**src/rtl/siq_pkg.sv**
```systemverilog
// Shared types and constants for the sorted insert queue.
// No dependencies; used by the cell, the top level and the checker.
`timescale 1ns / 1ps

package siq_pkg;

	localparam int DATA_W = 32;
	localparam int REQ_W  = 2;
	localparam int OCC_W  = 5;

	localparam logic [REQ_W-1:0] REQ_INSERT = 2'd0;
	localparam logic [REQ_W-1:0] REQ_PUSH   = 2'd1;
	localparam logic [REQ_W-1:0] REQ_POP    = 2'd2;

	typedef logic signed [DATA_W-1:0] data_t;

	typedef enum logic [1:0] {
		OP_NONE,
		OP_INSERT,
		OP_PUSH,
		OP_POP
	} op_t;

	// Broadcast to every cell during the update cycle.
	typedef struct packed {
		op_t   op;
		data_t value;
	} cell_ctl_t;

endpackage

```
**src/rtl/siq_cell.sv**
```systemverilog
// One storage cell of the sorted insert queue: holds one entry and its compare flag.
// Depends on siq_pkg.
`timescale 1ns / 1ps

module siq_cell (
	input  logic              clk,
	input  logic              cmp_en,
	input  siq_pkg::data_t    cmp_val,
	input  logic              valid,
	input  logic              is_tail,
	input  logic              found_left,
	input  siq_pkg::cell_ctl_t ctl,
	input  siq_pkg::data_t    left_entry,
	input  siq_pkg::data_t    right_entry,
	output siq_pkg::data_t    entry,
	output logic              ge
);
	import siq_pkg::*;

	data_t entry_q;
	logic  ge_q;

	// The compare result is captured when the request is accepted and used in the following cycle.
	always_ff @(posedge clk) begin
		if (cmp_en) begin
			ge_q <= valid && (entry_q >= cmp_val);
		end
		case (ctl.op)
			OP_INSERT: begin
				// Cells behind the insert point shift toward the tail.
				if (found_left) begin
					entry_q <= left_entry;
				end else if (ge_q || is_tail) begin
					entry_q <= ctl.value;
				end
			end
			OP_PUSH: begin
				entry_q <= left_entry;
			end
			OP_POP: begin
				entry_q <= right_entry;
			end
			default: begin
				entry_q <= entry_q;
			end
		endcase
	end

	assign entry = entry_q;
	assign ge    = ge_q;

endmodule

```
**src/rtl/sorted_insert_queue_core.sv**
```systemverilog
// Top level of the sorted insert queue: control, entry count and a row of storage cells.
// Depends on siq_pkg and siq_cell.
`timescale 1ns / 1ps

// Usage:
// A request is presented on req_type and value with start high; it is taken at a
// rising edge where start is high and busy is low. busy then stays high for one
// cycle while the cells apply the request, so no new request is taken before
// the cells have applied the last one.
// In the cycle of acceptance every cell compares its entry with the new value.
// In the busy cycle of an insert the first cell whose entry is greater or equal (found
// through a carry passed from cell to cell), or else the tail cell, takes the value, the
// cells behind it take their left neighbor's entry, and the count is updated.
// The result (popped_value, empty_error, full_error, occupancy) is registered in the
// busy cycle and appears with done, the registered busy, high for exactly one cycle;
// the transfer completes at the edge ending that cycle. The receiver cannot stall,
// so there is no backpressure on the result side.
// Reset clears the count (empty list), busy and done; stored entries are not cleared
// and no clearing pass is needed.

module sorted_insert_queue_core #(
	parameter int DEPTH = 16
) (
	input  logic                          clk,
	input  logic                          arst_n,
	input  logic                          start,
	output logic                          busy,
	input  logic [siq_pkg::REQ_W-1:0]     req_type,
	input  logic signed [siq_pkg::DATA_W-1:0] value,
	output logic                          done,
	output logic signed [siq_pkg::DATA_W-1:0] popped_value,
	output logic                          empty_error,
	output logic                          full_error,
	output logic [siq_pkg::OCC_W-1:0]     occupancy
);
	import siq_pkg::*;

	localparam int CW = $clog2(DEPTH + 1);

	logic              busy_q;
	logic              done_q;
	logic [REQ_W-1:0]  req_s1;
	data_t             val_s1;
	logic [CW-1:0]     count_q;
	data_t             popped_q;
	logic              empty_err_q;
	logic              full_err_q;
	logic [OCC_W-1:0]  occ_q;

	logic              accept;
	logic              is_full;
	logic              is_empty;
	cell_ctl_t         ctl;
	logic [CW-1:0]     count_next;
	logic [CW+OCC_W-1:0] count_ext;

	data_t             entry_w [DEPTH];
	logic [DEPTH-1:0]  ge_w;
	logic [DEPTH:0]    found_w;
	logic [DEPTH-1:0]  valid_w;
	logic [DEPTH-1:0]  tail_w;

	assign accept   = start && !busy_q;
	assign is_full  = (count_q == CW'(DEPTH));
	assign is_empty = (count_q == '0);

	always_comb begin
		ctl.op     = OP_NONE;
		ctl.value  = val_s1;
		count_next = count_q;
		if (busy_q) begin
			case (req_s1)
				REQ_INSERT: begin
					if (!is_full) begin
						ctl.op     = OP_INSERT;
						count_next = count_q + CW'(1);
					end
				end
				REQ_PUSH: begin
					if (!is_full) begin
						ctl.op     = OP_PUSH;
						count_next = count_q + CW'(1);
					end
				end
				REQ_POP: begin
					if (!is_empty) begin
						ctl.op     = OP_POP;
						count_next = count_q - CW'(1);
					end
				end
				default: begin
					ctl.op = OP_NONE;
				end
			endcase
		end
	end

	assign count_ext = {{OCC_W{1'b0}}, count_next};

	assign found_w[0] = 1'b0;

	for (genvar i = 0; i < DEPTH; i++) begin : g_cell
		assign valid_w[i]   = (count_q >= CW'(i + 1));
		assign tail_w[i]    = (count_q == CW'(i));
		assign found_w[i+1] = found_w[i] || ge_w[i];

		siq_cell u_cell (
			.clk         (clk),
			.cmp_en      (accept),
			.cmp_val     (value),
			.valid       (valid_w[i]),
			.is_tail     (tail_w[i]),
			.found_left  (found_w[i]),
			.ctl         (ctl),
			.left_entry  ((i == 0) ? val_s1 : entry_w[(i == 0) ? 0 : i - 1]),
			.right_entry (entry_w[(i == DEPTH - 1) ? i : i + 1]),
			.entry       (entry_w[i]),
			.ge          (ge_w[i])
		);
	end

	always_ff @(posedge clk or negedge arst_n) begin
		if (!arst_n) begin
			busy_q  <= 1'b0;
			done_q  <= 1'b0;
			count_q <= '0;
		end else begin
			busy_q  <= accept;
			done_q  <= busy_q;
			count_q <= count_next;
		end
	end

	always_ff @(posedge clk) begin
		if (accept) begin
			req_s1 <= req_type;
			val_s1 <= value;
		end
		if (busy_q) begin
			popped_q    <= (ctl.op == OP_POP) ? entry_w[0] : '0;
			empty_err_q <= (req_s1 == REQ_POP) && is_empty;
			full_err_q  <= ((req_s1 == REQ_INSERT) || (req_s1 == REQ_PUSH)) && is_full;
			occ_q       <= count_ext[OCC_W-1:0];
		end
	end

	assign busy         = busy_q;
	assign done         = done_q;
	assign popped_value = popped_q;
	assign empty_error  = empty_err_q;
	assign full_error   = full_err_q;
	assign occupancy    = occ_q;

endmodule

```
**config.mk**
```make
export PLATFORM = sky130hd
export DESIGN_NAME = sorted_insert_queue_core
export DESIGN_NICKNAME = d
export VERILOG_FILES = /design/src/rtl/siq_pkg.sv /design/src/rtl/siq_cell.sv /design/src/rtl/sorted_insert_queue_core.sv
export SDC_FILE = /design/constraint.sdc
export NUM_CORES = 2
export LEC_CHECK = 0
export BUFFER_PORTS_ARGS = -buffer_cell sky130_fd_sc_hd__buf_2
export CAP_MARGIN = 20
export CORE_ASPECT_RATIO = 1.75
export CORE_UTILIZATION = 55
export CTS_CLUSTER_DIAMETER = 120
export CTS_CLUSTER_SIZE = 8
export DETAILED_ROUTE_END_ITERATION = 6
export PLACE_DENSITY = 0.71
export REMOVE_ABC_BUFFERS = 1
export SLEW_MARGIN = 5
export SYNTH_ARGS = -nofsm -noshare
export SYNTH_HDL_FRONTEND = slang
export SYNTH_HIERARCHICAL = 1
export SYNTH_SLANG_ARGS = --single-unit
```
**constraint.sdc**
```tcl
create_clock -name clk -period 10.5 [get_ports clk]
set_input_delay 2.1 -clock clk [delete_from_list [all_inputs] [get_ports clk]]
set_output_delay 2.1 -clock clk [all_outputs]
set_load 0.005 [all_outputs]
```
==> results by group <==
Power
  – PwrDens: 157 nW/um^2
  – Peak supply drop: 0.116 mV
  – Reported leakage power: 20.6 nW

STA
  – Setup repair after global routing missed its margin: no
  – Total negative slack for setup checks: 0 ps
  – Clock Skews: 18.3 ps
  – Transition time at the pin with the least slew margin: 1120 ps
  – Final Hold Vio Count: 0
  – Worst Setup Slack, final: 4670 ps
  – Fin crit period: 5830 ps
  – Count of endpoints failing setup in the final report: 0
  – Worst relative slew slack: 25.6%
  – Slew Limit Fails: 0
  – FMAX: 0.172 GHz
  – Fin crit share: 55.5%

Synthesis
  – Proportion of synthesized chip area in sequential cells: 37.7%
  – Post-synthesis area per instance: 9.86 sq um
  – Cell taking the most area after synthesis: sky130_fd_sc_hd__edfxtp_1
  – Total number of yosys warnings: 6
  – Library cell with the highest instance count after synthesis: sky130_fd_sc_hd__a21oi_1
  – Commonest cells post-synth: sky130_fd_sc_hd__a21oi_1, sky130_fd_sc_hd__edfxtp_1, sky130_fd_sc_hd__inv_1
  – Most instantiated flip-flop cell in the synthesis netlist: sky130_fd_sc_hd__edfxtp_1
  – Number of standard cells after synthesis: 4910
  – Number of flops mapped to enable cells by yosys: 601
  – Share of async-settable or async-resettable flops after synthesis: 1.15%
  – #FFs+latches synth: 608
  – Cell variety after synth: 54
  – Top cells by area in the synthesized netlist: sky130_fd_sc_hd__edfxtp_1, sky130_fd_sc_hd__ha_1, sky130_fd_sc_hd__mux2i_1
  – Share of Yosys cell area claimed by the top area cell type: 37.3%
  – Synth Cell Area: 48400 sq um

Min path
  – Type of the most critical hold path: flip-flop to flip-flop

Clock network
  – TritonCTS clock tree: built
  – CTS hold repair buffers: 0
  – Setup Buffers After CTS: 0
  – Longest Clk Path Bufs: 3
  – Number of sinks driven by the clock tree: 608
  – Number of buffers created by CTS: 85
  – CTS clock-pin slew for the worst setup and hold paths: 50 ps
  – Resized cells post-CTS: 0
  – Later-pin clock latency in the skew report: 680 ps
  – Root Buffer: sky130_fd_sc_hd__clkbuf_16
  – Maximum level of the CTS H-tree: 3

Finish
  – Fraction of final layout cells with drive strength greater than 1: 6.28%
  – Sequential cell area: 18200 sq um
  – Filler-free cell count of the finished design: 5988
  – Final standard cell utilization of the core: 59.4%
  – Multi-input logic area: 27000 sq um
  – Area growth from synthesis to final layout: 6.74%
  – Fill cell count: 7433
  – Final Net Count: 5359

Setup path
  – Category of cells accounting for the largest share of critical-path delay: simple AND/OR/NAND/NOR gates
  – Buffers and inverters on the worst path: 2
  – Largest incremental delay on the critical path: 930 ps
  – Crit. End Element: flip-flop
  – Maximum fanout along the worst path: 68
  – CP arrival: 6050 ps
  – Critical setup path kind: flip-flop to flip-flop
  – Required time worst endpoint: 10720 ps
  – CP startpoint kind: flip-flop
  – CP Cell Sequence: buf_4 -> or4_4 -> or4b_4 -> or4_4 -> or3_2 -> buf_4 -> o31ai_1 -> nand2b_2
  – CP max-delay cell: sky130_fd_sc_hd__or4_4

Die
  – Floorplan Core Area: 87000 sq um
  – Chip Width: 226 microns
  – Die Outline Area: 89200 sq um
  – Standard-cell rows: 143
  – Number of I/O pins: 78
  – Effective utilization at floorplan: 55.7%
  – Die height: 394 microns

Status
  – Run status: complete, no violations

Global routing
  – Antenna violations before repair: 4
  – GRT Util Overall: 30.9%
  – Global-route wire length before repair: 213 mm
  – Maximum number of pins on one net before global-route repair: 268
  – Vias in the first global route: 37004
  – Gr ovfl total: 0

Detailed routing
  – Per-cell routed wire length: 23.3 microns
  – First drt pass iteration count: 6
  – # DRC: 0
  – Routed Antenna Nets: 0
  – Starting DRC count in detailed routing: 2684
  – Via/cell ratio: 6.35
  – Total number of vias: 37996
  – Final routed wirelength across all metal layers: 139 mm

Place
  – Detailed Place HPWL: 97.0 mm
  – Worst-case setup slack after placement: 4720 ps
  – Weighted congestion reported at the end of routability-driven placement: 0.910
  – # port buffers: 77
  – Post-placement cell count: 5874

Flow run
  – Max Cap Viol: 0
layout by cell type, fill, tap and decap left out, drive strengths merged, types with 17 or more instances in the layout:
cell type	netlist	routed
buf	161	111
nand3	83	83
nor3	39	39
inv	521	524
nand4	97	97
o21ai	41	41
mux2i	496	496
edfxtp	601	601
a211oi	512	512
nand2b	17	17
and3	41	41
nor2b	514	514
or3	21	21
clkbuf	142	101
nand2	93	93
a21o	97	97
nor2	38	38
a21oi	707	707
ha	517	517
o211ai	17	17
kinds of logic (layout without fill, tap and decap cells):
family | Yosys count | count (layout) | synth area share [%]
xor gates and xnor gates | 17 | 17 | 0.308
adders and majority gates | 517 | 517 | 13.4
muxes | 496 | 496 | 10.3
DFF | 608 | 608 | 37.7
buffers and inverters | 824 | 740 | 6.76
AOI/OAI and AO/OA | 1479 | 1479 | 19.5
and+or+nand+nor | 968 | 968 | 12.2
other | 1 | 3 | 0.00775
layer usage:
metal | vias to the layer above | global-route usage (%) | share of wire, %
met3 | 556 | 3.31 | 4.2
met1 | 18079 | 32.8 | 36
met4 | 0 | 20.3 | 6.9
li1 | 18085 | - | -
met5 | - | 0 | 0
met2 | 1276 | 57.1 | 53
flip-flops by register name, indices dropped and copies added, names as in the netlist:
register / cells
popped_value: 32
occupancy: 5
count_q: 5
done: 1
val_s1: 32
busy: 1
g_cell.u_cell/ge: 16
g_cell.u_cell/entry: 512
empty_error: 1
req_s1: 2
full_error: 1
area by class of cell:
type                            count  area share, %
Inverter                          521           3.79
Antenna cell                        2        0.00969
Multi-Input combinational cell   3478           52.2
Tap cell                         1160           2.81
Sequential cell                   608           35.3
Clock buffer                      101           4.23
Clock inverter                      7          0.199
Timing Repair Buffer              111           1.45
metrics by stage:
stage                     power [mW]  instance area, sq um  hold WS [ps]
after CTS                       8.11                 51500           604
after floorplan                 5.86                 47100           530
after detailed placement        5.54                 49300           590
after global routing            8.48                 51600           634
after global placement          5.46                 49300           585
final                           8.11                 51700           606
worst paths after layout:
| check | cells after the start | to | startpoint | slack, ps |
|---|---|---|---|---|
| setup / recovery | 8 | g_cell[13].u_cell/entry[9] | g_cell[0].u_cell/ge | 4670 |
| hold / removal | 2 | g_cell[2].u_cell/entry[20] | g_cell[1].u_cell/entry[20] | 610 |
| setup reg to reg | 8 | g_cell[13].u_cell/entry[9] | g_cell[0].u_cell/ge | 4670 |
| hold reg to reg | 2 | g_cell[2].u_cell/entry[20] | g_cell[1].u_cell/entry[20] | 610 |
| max in group asynchronous | 1 | busy | arst_n | 9010 |
| min in group asynchronous | 1 | busy | arst_n | 1270 |
report_power, final:
| part | switching [mW] | internal [mW] | total [mW] |
|---|---|---|---|
| clock network | 1.10 | 1.45 | 2.55 |
| logic | 1.16 | 0.837 | 2.00 |
| registers | 0.435 | 3.12 | 3.55 |
| total | 2.70 | 5.41 | 8.11 |
worst register-to-register path, stage by stage (launching register included):
cell and delay, ps:
sky130_fd_sc_hd__edfxtp_1 350, sky130_fd_sc_hd__buf_4 370, sky130_fd_sc_hd__or4_4 950, sky130_fd_sc_hd__or4b_4 940, sky130_fd_sc_hd__or4_4 920, sky130_fd_sc_hd__or3_2 560, sky130_fd_sc_hd__buf_4 330, sky130_fd_sc_hd__o31ai_1 380
sky130_fd_sc_hd__nand2b_2 570
No activity file was read; power rests on OpenSTA's default activity.
